===== src/hdl/assert_macros.svh =====
// ---------------------------------------------------------------------------
// Assertion macros
// Shared concurrent assertion wrappers for the skinning unit.
// ---------------------------------------------------------------------------
`ifndef ASSERT_MACROS_SVH
`define ASSERT_MACROS_SVH

// Check that prop holds at every clock edge outside reset.
`define LBS_ASSERT(label, clk, rst_n, prop) \
  label: assert property (@(posedge clk) disable iff (!rst_n) prop) \
    else $error("%m: property failed");

// Check that cond is never true outside reset.
`define LBS_ASSERT_NEVER(label, clk, rst_n, cond) \
  label: assert property (@(posedge clk) disable iff (!rst_n) !(cond)) \
    else $error("%m: forbidden condition");

`endif


===== src/hdl/lbs_pkg.sv =====
// ---------------------------------------------------------------------------
// lbs_pkg
// Types, constants and helpers of the linear blend skinning unit.
// ---------------------------------------------------------------------------
package lbs_pkg;

  localparam int unsigned BONES     = 64;
  localparam int unsigned FRAC_BITS = 16;
  localparam int unsigned BONE_AW   = $clog2(BONES * 16);
  localparam int unsigned PP_AW     = 5;

  localparam logic [16:0] WEIGHT_ONE = 17'd65536;
  localparam logic [23:0] TOTAL_MAX  = 24'hFF_FFFF;
  localparam logic [31:0] FIX_ONE    = 32'(1) << FRAC_BITS;
  localparam logic signed [63:0] FIX_HALF = 64'sd1 <<< (FRAC_BITS - 1);

  // Item kinds
  localparam logic [2:0] KIND_BONE    = 3'd0;
  localparam logic [2:0] KIND_PREPOST = 3'd1;
  localparam logic [2:0] KIND_POS     = 3'd2;
  localparam logic [2:0] KIND_NORM    = 3'd3;
  localparam logic [2:0] KIND_INFL    = 3'd4;

  // Register index (address bit 3)
  localparam logic REG_MASK   = 1'b0;
  localparam logic REG_RECALC = 1'b1;

  typedef struct packed {
    logic [2:0]         kind;
    logic [5:0]         slot;
    logic [3:0]         word_index;
    logic signed [31:0] value_a;
    logic signed [31:0] value_b;
    logic signed [31:0] value_c;
    logic [16:0]        weight;
    logic               last;
  } in_t;

  typedef struct packed {
    logic signed [31:0] pos_x;
    logic signed [31:0] pos_y;
    logic signed [31:0] pos_z;
    logic signed [31:0] norm_x;
    logic signed [31:0] norm_y;
    logic signed [31:0] norm_z;
    logic               normal_valid;
  } out_t;

  typedef logic [2:0][31:0] vec3_t;
  typedef logic [2:0][55:0] acc3_t;
  typedef logic [2:0][57:0] quo3_t;

  // Matrix-vector request
  typedef struct packed {
    logic       start;
    logic       use_bone;
    logic       four_cols;
    logic [5:0] slot;
  } mv_req_t;

  // Saturate to 32 bits signed
  function automatic logic [31:0] sat32(input logic signed [63:0] x);
    logic [31:0] r;
    if (x > 64'sd2147483647) begin
      r = 32'h7FFF_FFFF;
    end else if (x < -64'sd2147483648) begin
      r = 32'h8000_0000;
    end else begin
      r = x[31:0];
    end
    return r;
  endfunction

endpackage


===== src/hdl/lbs_div.sv =====
// ---------------------------------------------------------------------------
// lbs_div
// Three-lane restoring divider, one quotient bit per cycle, rounding to
// nearest with ties away from zero.
// ---------------------------------------------------------------------------
module lbs_div (
  input  logic           clk_i,
  input  logic           rst_ni,
  input  logic           start_i,
  input  lbs_pkg::acc3_t num_i,
  input  logic [23:0]    den_i,
  output logic           done_o,
  output lbs_pkg::quo3_t quo_o
);

  logic [5:0]  cnt_q;
  logic        done_q;
  logic [23:0] den_q;
  logic [2:0]  neg_q;
  logic [2:0][56:0] n_q, n_d;
  logic [2:0][23:0] r_q, r_d;
  logic [2:0][55:0] mag;
  logic [2:0][24:0] rs;

  // One restoring step per lane
  always_comb begin
    for (int i = 0; i < 3; i++) begin
      mag[i] = num_i[i][55] ? 56'(-num_i[i]) : num_i[i];
      rs[i]  = {r_q[i], n_q[i][56]};
      if (rs[i] >= {1'b0, den_q}) begin
        r_d[i] = 24'(rs[i] - {1'b0, den_q});
        n_d[i] = {n_q[i][55:0], 1'b1};
      end else begin
        r_d[i] = rs[i][23:0];
        n_d[i] = {n_q[i][55:0], 1'b0};
      end
      quo_o[i] = neg_q[i] ? -{1'b0, n_q[i]} : {1'b0, n_q[i]};
    end
  end

  // Count the quotient bits
  always_ff @(posedge clk_i or negedge rst_ni) begin
    if (!rst_ni) begin
      cnt_q  <= '0;
      done_q <= 1'b0;
    end else begin
      done_q <= (cnt_q == 6'd1);
      if (start_i) begin
        cnt_q <= 6'd57;
      end else if (cnt_q != '0) begin
        cnt_q <= cnt_q - 6'd1;
      end
    end
  end

  // Load magnitudes plus half the divisor, then shift
  always_ff @(posedge clk_i) begin
    if (start_i) begin
      den_q <= den_i;
      for (int i = 0; i < 3; i++) begin
        neg_q[i] <= num_i[i][55];
        n_q[i]   <= {1'b0, mag[i]} + 57'(den_i >> 1);
        r_q[i]   <= '0;
      end
    end else if (cnt_q != '0) begin
      n_q <= n_d;
      r_q <= r_d;
    end
  end

  assign done_o = done_q;

endmodule


===== config.mk =====
export PLATFORM = sky130hd
export DESIGN_NAME = lbs_div
export DESIGN_NICKNAME = d
export VERILOG_FILES = /design/src/hdl/assert_macros.svh /design/src/hdl/lbs_pkg.sv /design/src/hdl/lbs_div.sv
export SDC_FILE = /design/constraint.sdc
export NUM_CORES = 1
export LEC_CHECK = 0
export ABC_CLOCK_PERIOD_IN_PS = 7260
export BUFFER_PORTS_ARGS = -buffer_cell sky130_fd_sc_hd__buf_4
export CAP_MARGIN = 20
export CELL_PAD_IN_SITES_DETAIL_PLACEMENT = 1
export CELL_PAD_IN_SITES_GLOBAL_PLACEMENT = 2
export CORE_ASPECT_RATIO = 1.25
export CORE_MARGIN = 2
export CORE_UTILIZATION = 36
export CTS_CLUSTER_DIAMETER = 40
export CTS_CLUSTER_SIZE = 28
export DETAILED_ROUTE_END_ITERATION = 12
export PLACE_DENSITY = 0.85
export REMOVE_ABC_BUFFERS = 1
export SYNTH_ARGS = -nofsm -noshare
export SYNTH_HDL_FRONTEND = slang
export SYNTH_SLANG_ARGS = --single-unit
export TNS_END_PERCENT = 20

===== constraint.sdc =====
create_clock -name clk_i -period 7.26 [get_ports clk_i]
set_clock_uncertainty 0.05 [all_clocks]
set_input_delay 1.089 -clock clk_i [delete_from_list [all_inputs] [get_ports clk_i]]
set_output_delay 1.089 -clock clk_i [all_outputs]
set_load 0.02 [all_outputs]

# Yosys cells after proc, flatten, opt, wreduce, memory -nomap -nowiden
# Cells that the tools add are included.
[totals]
reg_bits = 277
elab_cells = 45
out_inout_bits = 175
input_bits = 195
[op_classes]
muxes = 16
eq_ne = 1
reduce_logical = 2
order_cmp = 3
add_sub_neg = 13
[op_table]
columns = ["cell", "count"]
rows = [
  ["$mux 171", 2],
  ["$mux 58", 3],
  ["$neg 57->58", 3],
  ["$add 56x23->57", 3],
  ["$mux 56", 3],
  ["$neg 56->56", 3],
  ["$ge 25x24->1", 3],
  ["$mux 24", 3],
  ["$sub 24x24->24", 3],
  ["$mux 6", 2],
  ["$eq 6x1->1 const B", 1],
  ["$reduce_bool 6->1", 1],
  ["$sub 6x1->6 const B", 1],
  ["$mux 1", 3],
  ["$reduce_bool 2->1", 1],
]

# Depth between registers and ports, before layout
[depth]
word_depth = 4
mapped_depth = 20
mapped_depth_nobuf = 17

# Least setup slack after synthesis
# No wires, ideal clock.
[synth_path]
path_type = "input to register"
from = "input num_i[55] (netlist name)"
to = "register n_q[36] (netlist name), data pin"
slack_ns = 1.262
stages = 19
required_ns = 6.950
arrival_time_ns = 5.688
setup_ns = 0.260
cell_sequence = "buf_2 > buf_1 > clkbuf_1 > clkbuf_1 > clkbuf_1 > buf_1 > o31ai_1 > xnor2_1 > ha_1 > o21ai_0 > o21a_1 > or4_1 > a31oi_1 > a41oi_1 > or4_1 > clkbuf_1 > nor4_1 > xnor2_1 > mux2_2"
[synth_between]
elab_chain_cells = 3
[synth_lines]
columns = ["element", "line_no", "rtl"]
rows = [
  ["from (decl)", "lbs_div.sv:10", "input lbs_pkg::acc3_t num_i,"],
  ["$mux 56", "lbs_div.sv:28", "mag[i] = num_i[i][55] ? 56'(-num_i[i]) : num_i[i];"],
  ["$add 56x23->57", "lbs_div.sv:62", "n_q[i] <= {1'b0, mag[i]} + 57'(den_i >> 1);"],
  ["$mux 171", "lbs_div.sv:58", "if (start_i) begin"],
  ["to (signal, indexed assignment)", "lbs_div.sv:62", ""],
  ["to (signal assigned)", "lbs_div.sv:66", "n_q <= n_d;"],
  ["to (decl)", "lbs_div.sv:20", "logic [2:0][56:0] n_q, n_d;"],
]
# Every way passes these cells.
# A chain may end at the register's enable or synchronous reset.

==> flow_metrics.py <==
metrics = {
    "timing": {
        "finalCriticalPeriod_ns": 6.201,
        "fmax_mhz": 161.3,
        "fin_setup_tns_ns": 0,
        "slew_viol_final": 0,
        "relSlewSlack": 0.2681,
        "rsz0062_at_grt": "false",
        "tightest_slew_ns": 1.091,
        "period_share": 0.8541,
        "setup_viol": 0,
        "hold_viol_final": 0,
    },
    "global_route": {
        "overflow": 0,
        "grt_max_degree": 97,
        "antenna_found_initial": 29,
        "grt_pass1_vias": 29130,
        "grt_pass1_wl_um": 175000,
        "gr-usage-all-layers": 0.2693,
    },
    "power": {
        "total_power_mw": 9.308,
        "power.density_nw_per_um2": 266.8,
        "vdd_drop_max_mv": 0.1663,
        "leakagePower_nw": 12.90,
    },
    "routing": {
        "vias": 29460,
        "firstDrtPassIters": 5,
        "wl_per_cell_um": 23.62,
        "wl_um": 116100,
        "ant_nets": 0,
        "drtIter0Drc": 2035,
        "post_drt_via_cell_ratio": 5.992,
        "drc": 0,
    },
    "run_status": {
        "status": "finished clean",
    },
    "finish": {
        "drive_gt1_frac": 0.1751,
        "area_growth_pct": 19.67,
        "fin_nets": 4155,
        "fillers": 9613,
    },
    "floorplanning": {
        "coreArea_um2": 80120,
        "die_x_um": 258.5,
        "initial_utilization": 0.3638,
        "die_y_um": 322.1,
        "ios": 370,
        "num_rows": 116,
        "dieArea_um2": 83270,
    },
    "cts": {
        "cts_sinks": 277,
        "clk_latency_ns": 0.62,
        "clkTransAtPathRegs_ns": 0.06,
        "htreeDepth": 2,
        "hold_buffers": 0,
        "cts_tree": "built",
        "cts_made_buffers": 53,
        "postCtsSetupRepairBufs": 0,
        "cts-resized-gates": 0,
        "clock_path_buffers": 3,
        "cts_root_buf": "clkbuf_16",
    },
    "logic_synthesis": {
        "yosysMostFrequentCell": "xnor2_1",
        "synthAdderAreaFrac": 0.07323,
        "synth_xor_area_frac": 0.1424,
        "ys_types": 85,
        "synth_area_leader_cell": "edfxtp_1",
        "synth_common_cells": "359 x xnor2_1, 298 x nand2_1, 221 x nor2_1",
        "synthCells": 3484,
        "mappedNetlistArea_um2": 29150,
        "yosys_warnings": 0,
        "synthArstFlopShare": 0.02527,
        "synth-edff-count": 198,
        "avgSynthCellArea_um2": 8.366,
        "synth_area_leaders": "edfxtp_1 20%, xnor2_1 11%, ha_1 6.9%",
        "ys.flop_type": "edfxtp_1",
        "synth-seq-cells": 277,
        "synthMuxAreaShare": 0.05104,
        "yosys.area_share.simple": 0.2290,
        "synth_top_cell_area_share": 0.2040,
        "synth_top_family_by_area": "simple AND/OR/NAND/NOR gates",
        "synth-compound-area-share": 0.2111,
        "synth-seq-area-share": 0.2595,
    },
    "job": {
        "maxCapViolCount": 0,
    },
    "placement": {
        "io_buffer_count": 369,
        "place_congestion": 0.8968,
        "hpwl_um": 89470,
    },
    "worst_setup_path": {
        "crit_type": "reg -> out",
        "worstPathRequired_ns": 6.12,
        "crit_arrival_ns": 5.06,
        "path_max_fanout": 8,
        "endpoint_kind": "primary output",
        "critPathLaunchType": "flip-flop",
    },
    "hold_path": {
        "hold_path.class": "in -> async",
    },
}
[worst paths after layout]
kind | end | cells past startpoint | slack [ns] | start
setup / recovery | quo_o[170] | 10 | 1.06 | n_q[130]
min in group clk_i | r_q[71] | 2 | 0.44 | r_q[71]
setup reg to reg | n_q[114] | 11 | 2.42 | den_q[1]
max in group asynchronous | cnt_q[1] | 1 | 6.80 | rst_ni
hold / removal | cnt_q[3] | 1 | 0.22 | rst_ni
hold reg to reg | r_q[71] | 2 | 0.44 | r_q[71]
[report_power, final]
| part | switching (mW) | leakage [nW] | internal [mW] | total (mW) |
|---|---|---|---|---|
| registers | 0.425 | 2.75 | 2.12 | 2.55 |
| logic | 2.39 | 9.24 | 1.78 | 4.16 |
| clock network | 1.01 | 0.898 | 1.59 | 2.60 |
| total | 3.82 | 12.9 | 5.49 | 9.31 |
[metrics by stage]
| step | instances | worst slack, ns | util | hold WS (ns) | instance area (µm²) |
|---|---|---|---|---|---|
| final | 4916 | 1.059 | 0.4354 | 0.2234 | 34880 |
| after global routing | 4911 | 0.8521 | 0.4352 | 0.2058 | 34870 |
| after CTS | 4899 | 1.019 | 0.4348 | 0.1911 | 34830 |
| after detailed placement | 4799 | 1.116 | 0.4117 | 0.4313 | 32980 |
| after global placement | 4798 | 1.173 | 0.4117 | 0.4216 | 32980 |
| after floorplan | 3331 | 0.2633 | - | 0.3845 | 28540 |
[final cells by class]
cell class / count / area, µm² / share of cell area
timing repair buffer: 407 / 3084 / 0.08842
multi-input combinational: 2953 / 20630 / 0.5915
clock buffer: 60 / 1415 / 0.04057
sequential: 277 / 7562 / 0.2168
antenna: 16 / 40.04 / 0.001148
clock inverter: 40 / 432.9 / 0.01241
inverter: 101 / 385.4 / 0.01105
tap: 1062 / 1329 / 0.03810
[cells by family (layout without fill, tap and decap cells)]
logic type,Yosys count,after routing
and+or+nand+nor,1275,1275
AOI/OAI and AO/OA,901,901
xor gates and xnor gates,474,474
DFF,277,277
buffers and inverters,254,608
adders and majority gates,167,167
muxes,136,136
other,0,16
[registers in the layout, summed over array words and instances (netlist names)]
register	cells
cnt_q	6
den_q	24
done_o	1
n_q	171
neg_q	3
r_q	72
[critical path: stages (launching register included)]
cell and delay, ns:
edfxtp_1 0.46, or3_1 0.41, or3_1 0.38, nor4_1 0.55, or4b_2 0.73, or3_1 0.51, o41ai_1 0.66, o21a_1 0.25
o21ai_0 0.14, xor2_1 0.18, buf_4 0.18
[layout by cell type, fill, tap and decap left out, drive strengths merged, types with 47 or more instances in the layout]
cell      n
a21oi   138
xor2    115
o41ai    62
buf     407
ha      161
or3      73
mux2    101
nor3    121
nand2b   47
or4      72
dfxtp    72
o31ai   132
nor4     94
nor2    221
edfxtp  198
clkbuf   60
nand2   298
xnor2   359
nand4    55
nand3   102
inv     122
o21ai   208
[per-layer routing]
metal | part of all wire | global-route usage
met1 | 0.44 | 0.3552
met2 | 0.46 | 0.4344
met3 | 0.068 | 0.05367
met4 | 0.033 | 0.09917
met5 | 0.00095 | 0
Note: power is estimated with default switching activity, not from simulation.
