===== src/hdl/assert_macros.svh =====
// ---------------------------------------------------------------------------
// Assertion macros
// Shared concurrent assertion wrappers for the skinning unit.
// ---------------------------------------------------------------------------
`ifndef ASSERT_MACROS_SVH
`define ASSERT_MACROS_SVH

// Check that prop holds at every clock edge outside reset.
`define LBS_ASSERT(label, clk, rst_n, prop) \
  label: assert property (@(posedge clk) disable iff (!rst_n) prop) \
    else $error("%m: property failed");

// Check that cond is never true outside reset.
`define LBS_ASSERT_NEVER(label, clk, rst_n, cond) \
  label: assert property (@(posedge clk) disable iff (!rst_n) !(cond)) \
    else $error("%m: forbidden condition");

`endif


===== src/hdl/lbs_pkg.sv =====
// ---------------------------------------------------------------------------
// lbs_pkg
// Types, constants and helpers of the linear blend skinning unit.
// ---------------------------------------------------------------------------
package lbs_pkg;

  localparam int unsigned BONES     = 64;
  localparam int unsigned FRAC_BITS = 16;
  localparam int unsigned BONE_AW   = $clog2(BONES * 16);
  localparam int unsigned PP_AW     = 5;

  localparam logic [16:0] WEIGHT_ONE = 17'd65536;
  localparam logic [23:0] TOTAL_MAX  = 24'hFF_FFFF;
  localparam logic [31:0] FIX_ONE    = 32'(1) << FRAC_BITS;
  localparam logic signed [63:0] FIX_HALF = 64'sd1 <<< (FRAC_BITS - 1);

  // Item kinds
  localparam logic [2:0] KIND_BONE    = 3'd0;
  localparam logic [2:0] KIND_PREPOST = 3'd1;
  localparam logic [2:0] KIND_POS     = 3'd2;
  localparam logic [2:0] KIND_NORM    = 3'd3;
  localparam logic [2:0] KIND_INFL    = 3'd4;

  // Register index (address bit 3)
  localparam logic REG_MASK   = 1'b0;
  localparam logic REG_RECALC = 1'b1;

  typedef struct packed {
    logic [2:0]         kind;
    logic [5:0]         slot;
    logic [3:0]         word_index;
    logic signed [31:0] value_a;
    logic signed [31:0] value_b;
    logic signed [31:0] value_c;
    logic [16:0]        weight;
    logic               last;
  } in_t;

  typedef struct packed {
    logic signed [31:0] pos_x;
    logic signed [31:0] pos_y;
    logic signed [31:0] pos_z;
    logic signed [31:0] norm_x;
    logic signed [31:0] norm_y;
    logic signed [31:0] norm_z;
    logic               normal_valid;
  } out_t;

  typedef logic [2:0][31:0] vec3_t;
  typedef logic [2:0][55:0] acc3_t;
  typedef logic [2:0][57:0] quo3_t;

  // Matrix-vector request
  typedef struct packed {
    logic       start;
    logic       use_bone;
    logic       four_cols;
    logic [5:0] slot;
  } mv_req_t;

  // Saturate to 32 bits signed
  function automatic logic [31:0] sat32(input logic signed [63:0] x);
    logic [31:0] r;
    if (x > 64'sd2147483647) begin
      r = 32'h7FFF_FFFF;
    end else if (x < -64'sd2147483648) begin
      r = 32'h8000_0000;
    end else begin
      r = x[31:0];
    end
    return r;
  endfunction

endpackage


===== src/hdl/lbs_matvec.sv =====
// ---------------------------------------------------------------------------
// lbs_matvec
// Matrix-vector engine: reads one matrix word per cycle from the stores,
// one multiplier, rounds each term and saturates each row to 32 bits.
// ---------------------------------------------------------------------------
module lbs_matvec (
  input  logic                        clk_i,
  input  logic                        rst_ni,
  input  lbs_pkg::mv_req_t            req_i,
  input  lbs_pkg::vec3_t              vec_i,
  input  logic [31:0]                 bone_rdata_i,
  input  logic [31:0]                 pp_rdata_i,
  output logic [lbs_pkg::BONE_AW-1:0] bone_raddr_o,
  output logic [lbs_pkg::PP_AW-1:0]   pp_raddr_o,
  output logic                        busy_o,
  output logic                        done_o,
  output lbs_pkg::vec3_t              res_o
);

  logic           busy_q, issue_q, use_bone_q, four_q, done_q;
  logic [5:0]     slot_q;
  lbs_pkg::vec3_t vec_q, res_q;
  logic [1:0]     row_q, col_q, last_col;
  logic [3:0]     word;

  logic        s1_v_q, s1_lc_q, s1_lr_q;
  logic [1:0]  s1_row_q, s1_col_q;
  logic        s2_v_q, s2_lc_q, s2_lr_q;
  logic [1:0]  s2_row_q, s2_col_q;
  logic signed [63:0] prod_q, prod_d, term, sum_q, sum_d;
  logic [31:0] rdata, opnd;

  assign last_col     = four_q ? 2'd3 : 2'd2;
  assign word         = {col_q, row_q};
  assign bone_raddr_o = lbs_pkg::BONE_AW'({slot_q, word});
  assign pp_raddr_o   = {slot_q[0], word};

  // Multiply the returned word by its vector element
  assign rdata  = use_bone_q ? bone_rdata_i : pp_rdata_i;
  assign opnd   = (s1_col_q == 2'd3) ? lbs_pkg::FIX_ONE : vec_q[s1_col_q];
  assign prod_d = $signed(rdata) * $signed(opnd);

  // Round the term and add it into the row sum
  assign term  = (prod_q + lbs_pkg::FIX_HALF) >>> lbs_pkg::FRAC_BITS;
  assign sum_d = ((s2_col_q == 2'd0) ? 64'sd0 : sum_q) + term;

  // Issue word addresses, column by column within each row
  always_ff @(posedge clk_i or negedge rst_ni) begin
    if (!rst_ni) begin
      busy_q  <= 1'b0;
      issue_q <= 1'b0;
      row_q   <= '0;
      col_q   <= '0;
      s1_v_q  <= 1'b0;
      s2_v_q  <= 1'b0;
      done_q  <= 1'b0;
    end else begin
      s1_v_q <= issue_q;
      s2_v_q <= s1_v_q;
      done_q <= s2_v_q && s2_lr_q;
      if (s2_v_q && s2_lr_q) begin
        busy_q <= 1'b0;
      end
      if (req_i.start) begin
        busy_q  <= 1'b1;
        issue_q <= 1'b1;
        row_q   <= '0;
        col_q   <= '0;
      end else if (issue_q) begin
        if (col_q == last_col) begin
          col_q <= '0;
          if (row_q == 2'd2) begin
            issue_q <= 1'b0;
          end else begin
            row_q <= row_q + 2'd1;
          end
        end else begin
          col_q <= col_q + 2'd1;
        end
      end
    end
  end

  // Hold the request, carry stage tags and results
  always_ff @(posedge clk_i) begin
    if (req_i.start) begin
      use_bone_q <= req_i.use_bone;
      four_q     <= req_i.four_cols;
      slot_q     <= req_i.slot;
      vec_q      <= vec_i;
    end
    s1_row_q <= row_q;
    s1_col_q <= col_q;
    s1_lc_q  <= (col_q == last_col);
    s1_lr_q  <= (col_q == last_col) && (row_q == 2'd2);
    s2_row_q <= s1_row_q;
    s2_col_q <= s1_col_q;
    s2_lc_q  <= s1_lc_q;
    s2_lr_q  <= s1_lr_q;
    prod_q   <= prod_d;
    if (s2_v_q) begin
      sum_q <= sum_d;
      if (s2_lc_q) begin
        res_q[s2_row_q] <= lbs_pkg::sat32(sum_d);
      end
    end
  end

  assign busy_o = busy_q;
  assign done_o = done_q;
  assign res_o  = res_q;

endmodule


===== config.mk =====
export PLATFORM = sky130hd
export DESIGN_NAME = lbs_matvec
export DESIGN_NICKNAME = d
export VERILOG_FILES = /design/src/hdl/assert_macros.svh /design/src/hdl/lbs_pkg.sv /design/src/hdl/lbs_matvec.sv
export SDC_FILE = /design/constraint.sdc
export NUM_CORES = 2
export LEC_CHECK = 0
export ABC_AREA = 0
export BUFFER_PORTS_ARGS = -buffer_cell sky130_fd_sc_hd__buf_2
export CAP_MARGIN = 20
export CELL_PAD_IN_SITES_DETAIL_PLACEMENT = 1
export CELL_PAD_IN_SITES_GLOBAL_PLACEMENT = 2
export CORE_MARGIN = 1
export CORE_UTILIZATION = 40
export CTS_CLUSTER_SIZE = 16
export DETAILED_ROUTE_END_ITERATION = 10
export GPL_TIMING_DRIVEN = 0
export PLACE_DENSITY_LB_ADDON = 0.05
export REMOVE_ABC_BUFFERS = 1
export SLEW_MARGIN = 20
export SYNTH_ARGS = -nofsm -noshare
export SYNTH_HDL_FRONTEND = slang
export SYNTH_SLANG_ARGS = --single-unit
export TNS_END_PERCENT = 30

===== constraint.sdc =====
create_clock -name clk_i -period 13 [get_ports clk_i]
set_clock_uncertainty 0.1 [all_clocks]
set_input_delay 0 -clock clk_i [delete_from_list [all_inputs] [get_ports clk_i]]
set_output_delay 0 -clock clk_i [all_outputs]
set_load 0.1 [all_outputs]

## Word-level counts from Yosys, hierarchy flattened

Cells that the tools add are included.

| word-level totals | value |
|---|---|
| logic and storage cells | 75 |
| register bits | 349 |
| output and inout bits | 113 |
| input bits | 171 |

| operators by class | value |
|---|---|
| reduce and logical (&&, ||, !) cells | 9 |
| equality and inequality tests | 4 |
| add/sub/neg operators | 4 |
| multiply operators | 1 |
| order comparisons | 5 |
| muxes and demuxes | 26 |

Operators with widths:

| cell | number |
|---|---|
| $mux 32 | 8 |
| $bwmux 96 | 1 |
| $add 64x17->64 const B | 1 |
| $add 64x48->64 | 1 |
| $bmux 32 s2 | 1 |
| $demux 32 s2 | 1 |
| $gt 64x32->1 const B | 1 |
| $lt 64x32->1 const B | 1 |
| $mul 32x32->64 | 1 |
| $mux 64 | 1 |
| $mux 2 | 7 |
| $mux 1 | 7 |
| $lt 2x3->1 const B | 2 |
| $reduce_bool 2->1 | 3 |
| $add 2x1->2 const B | 2 |
| $eq 2x2->1 const B | 2 |
| $logic_and 1x1->1 | 3 |
| $reduce_and 3->1 | 1 |
| $eq 2x2->1 | 1 |
| $ge 2x1->1 const B | 1 |
| $logic_not 2->1 | 1 |
| $ne 2x2->1 const B | 1 |
| $reduce_and 2->1 | 1 |

## Logic depth before layout (Yosys ltp)

| logic depth | value |
|---|---|
| depth after elaboration | 9 |
| depth in mapped cells | 34 |
| mapped depth without buffers | 30 |

## Worst setup path after synthesis

OpenSTA, ideal clock, no wires.

| path | value |
|---|---|
| path kind | register -> register |
| from | reg s1_col_q[1] |
| to | reg prod_q[63] |
| setup slack | 4.166 ns |
| data arrival time | 8.662 ns |
| library setup time | 0.072 ns |
| path buffers | 3 |
| cell stages (with the launch flop) | 32 |
| path through | dfxtp_1 -> buf_2 -> buf_1 -> mux2i_1 -> nor2_1 -> a21oi_1 -> clkbuf_1 -> nor2_1 -> fa_1 -> inv_1 -> fa_1 -> inv_1 -> fa_1 -> fa_1 -> inv_1 -> fa_1 -> inv_1 -> fa_1 -> inv_1 -> fa_1 -> inv_1 -> fa_1 -> ha_1 -> a21o_1 -> a21o_1 -> a21oi_1 -> o221ai_1 -> a21oi_1 -> o211ai_1 -> a31o_2 -> a21oi_1 -> xnor2_1 |

| on the way | value |
|---|---|
| cells in the longest elaborated chain, start to end | 4 |
| elaborated cells between the ends (all ways) | 5 |
| classes of those cells | mul: 1; eq/ne: 1; mux: 3 |

RTL lines:

| element | RTL line | text |
|---|---|---|
| from (decl) | lbs_matvec.sv:27 | `logic [1:0] s1_row_q, s1_col_q;` |
| from (signal assigned) | lbs_matvec.sv:93 | `s1_col_q <= col_q;` |
| $bmux 32 s2 | lbs_matvec.sv:40 | `assign opnd = (s1_col_q == 2'd3) ? lbs_pkg::FIX_ONE : vec_q[s1_col_q];` |
| $mux 32 (not written as such) | lbs_matvec.sv:40 |  |
| $mux 32 * | lbs_matvec.sv:40 |  |
| $mul 32x32->64 * | lbs_matvec.sv:41 | `assign prod_d = $signed(rdata) * $signed(opnd);` |
| named net prod_d[63] | lbs_matvec.sv:30 | `logic signed [63:0] prod_q, prod_d, term, sum_q, sum_d;` |
| to (signal assigned) | lbs_matvec.sv:100 | `prod_q <= prod_d;` |
| to (decl) | lbs_matvec.sv:30 |  |

The timed path passes the listed nets; every way through them passes the cells marked *. The select of a mux whose other input is x is not followed.
A chain may end at the register's enable or synchronous reset.

## Final worst setup path

| path | value |
|---|---|
| from | reg s1_col_q[0] |
| to | reg prod_q[63] |

Same word-level chain as after synthesis.

==> results.ini <==
[timing]
grt_setup_unrepaired = false
period_share_pct = 83.4
final-hold-violation-count = 0
drv_slew = 0
setup_viol = 0
hold_slack_ps = 21.1
max_slew_margin_pct = 26.6
fmax_mhz = 92.3
min_period_ps = 10840
worstMarginPinSlew_ps = 1100

[placement]
globalplace.congestion = 0.868
post-place-cells = 7209
io_buffers = 283
placed_cell_area_sq_um = 57600
dpl.hpwl_um = 154000

[global_route]
grt_pass1_vias = 44100
grt.overflow.total = 0
antenna_found_initial = 12
grt_max_degree = 63
grt_usage_pct = 29.0
grt_pass1_wl_um = 284000

[setup_path]
crit_path_end_kind = flip-flop
critPathTopFamily = adder cells
critPathKind = flip-flop to flip-flop
required_ps = 13350
cp_common_cell = fa_1
startpoint_type = flip-flop
cp.arrival_ps = 11190
r2r_end = prod_q[63]$_DFF_P_
r2r-start = s1_col_q[0]$_DFF_P_
max_stage_delay_ps = 750
rrSetupSlack_ps = 2160
path_buf_inv = 6
reg2reg_depth = 26
worstPathMaxFanout = 26
cp_slowest_cell = clkinv_2

[floorplan]
die_area_sq_um = 132000
ios = 284
initial_core_util_pct = 40.3
rows = 132
die_width_um = 363
core_area_sq_um = 129000
fp.dieH_um = 363

[cts]
path_clk_slew_ps = 70
numCtsBuffers = 38
cts_sinks = 334
cts_max_level = 2
cts_buffer_depth = 3
cts_tree = done
clk_latency_ps = 600
postCtsSetupRepairBufs = 0
root_buffer = clkbuf_16
post_cts_resized = 0

[hold_path]
min_to = vec_q[83]$_DFFE_PP_
hold_start = vec_i[83]
holdCritPathClass = input pin to flip-flop
worstHoldPathCells = 2

[synthesis]
syn_area_sq_um = 52100
synth-seq-area-share_pct = 18.0
ys_types = 99
syn_area_per_cell_sq_um = 9.79
ys_seq_elements = 334
post-synth-top-area-fraction_pct = 41.5
synth_area_leaders = fa_1 (42%), edfxtp_1 (15%), inv_1 (7.1%), ha_1 (5.9%), nand2_1 (4.6%)
synth-main-ff-cell = edfxtp_1
synth-edff-count = 264
synthArstFlopShare_pct = 2.69
synth_largest_area_cell = fa_1
yosysWarnings = 0
syn_inst = 5324

[final_layout]
syn2layout_area_growth_pct = 15.3
fill_cells = 14600
layout_commonest_cell = fa_1
layout.cells.non_filler = 7405
layout_common_cells = fa_1 (1081), inv_1 (987), nand2_1 (644)
final_layout_size_suffix_gt1_share_pct = 11.2
postLayoutCellArea_sq_um = 60100
final_util_pct = 46.4
final_nets = 7121

[route]
drt_first_pass_iters = 5
drt_iter0_markers = 2045
via_per_inst = 5.31
dr_total_vias = 39300
drcViolationCount = 0
wl_um = 188000
wire_per_inst_um = 25.4
ant_nets = 0

[status]
status = finished clean

[flow_run]
max_cap_violations = 0

[kinds of logic after synthesis]
kind of cell | after synthesis | share of synthesized area [%]
buffers and inverters | 1229 | 9.15
multiplexers | 106 | 2.12
XOR/XNOR | 149 | 2.52
flip-flops | 334 | 18.0
adder cells (fa/ha/maj) | 1327 | 47.4
AO/OA/AOI/OAI | 541 | 7.30
AND/OR/NAND/NOR | 1638 | 13.5
[cells in the mapped netlist (19+ instances only)]
master	instances
edfxtp_1	264
clkbuf_1	190
nor2_1	636
mux2i_1	70
a21o_1	89
ha_1	245
nor3_1	30
and3_1	33
a21oi_1	146
nand3_1	50
xnor2_1	98
nand4_1	44
nand2b_1	30
nor2b_1	72
o221ai_2	30
o211ai_1	19
fa_1	1082
and2_1	34
o21ai_0	93
inv_1	988
xor2_1	50
dfxtp_1	61
nand2_1	644
mux2_2	35
[per-stage QoR]
| stage | setup slack, ps | setup TNS, ps |
|---|---|---|
| 4_1_cts | 2110 | 0 |
| 6_report | 2160 | 0 |
| 5_1_grt | 1630 | 0 |
| 3_5_place_dp | 2130 | 0 |
| 2_1_floorplan | 2240 | 0 |
| 3_3_place_gp | -3740 | -121940 |
[sequential cells by signal (all words and copies together), names as in the netlist, 2 cells and up]
signal,cells
s1_col_q,2
slot_q,6
s2_col_q,2
prod_q,49
s2_row_q,2
vec_q,96
row_q,2
sum_q,64
res_o,96
s1_row_q,2
col_q,2
[worst register-to-register path, stage by stage, from the launching register on]
cell	delay, ps
dfxtp_4	540
buf_12	270
nor2b_4	560
buf_12	280
a21o_1	630
clkinv_2	750
fa_1	720
fa_1	490
fa_1	580
fa_1	580
inv_1	60
fa_1	490
fa_1	460
fa_1	590
inv_1	80
fa_1	480
inv_1	50
ha_1	360
a21o_1	190
a21o_1	170
a211oi_1	490
o211ai_1	450
a21oi_1	520
o211ai_1	210
a31o_2	280
a21oi_1	170
xnor2_1	190
[cell type report]
cell class | instances | area (sq um) | area share (%)
well taps | 1742 | 2180 | 3.63
clock inverters | 23 | 332 | 0.551
multi-input cells | 3761 | 38800 | 64.5
clock buffers | 47 | 1030 | 1.71
diodes | 10 | 25.0 | 0.0416
flip-flops and latches | 334 | 9390 | 15.6
inverters | 989 | 3710 | 6.18
repair buffers | 499 | 4670 | 7.77
[layer usage]
layer	track usage [%]	share of wire, %	vias up
met3	1.79	3.2	207
met4	8.17	3.1	0
li1	-	-	17200
met5	0	0	-
met2	51.3	51	783
met1	38.5	43	21100
[timing repair]
action                                  CTS  global route
endpoints found under the hold margin   161             0
hold buffers                            116             0
endpoints found under the setup margin    0             0
[worst max path at each step]
stage | startpoint | end | cells past startpoint
2_1_floorplan | s1_col_q[1]$_DFF_P_ | prod_q[63]$_DFF_P_ | 26
3_3_place_gp | s1_col_q[1]$_DFF_P_ | prod_q[63]$_DFF_P_ | 26
3_5_place_dp | s1_col_q[0]$_DFF_P_ | prod_q[63]$_DFF_P_ | 28
4_1_cts | s1_col_q[0]$_DFF_P_ | prod_q[63]$_DFF_P_ | 28
5_1_grt | s1_col_q[0]$_DFF_P_ | prod_q[63]$_DFF_P_ | 30
6_report | s1_col_q[0]$_DFF_P_ | prod_q[63]$_DFF_P_ | 26
Power is not shown: default switching activity piles up to over one toggle a cycle in this logic, so the estimate is an artifact.
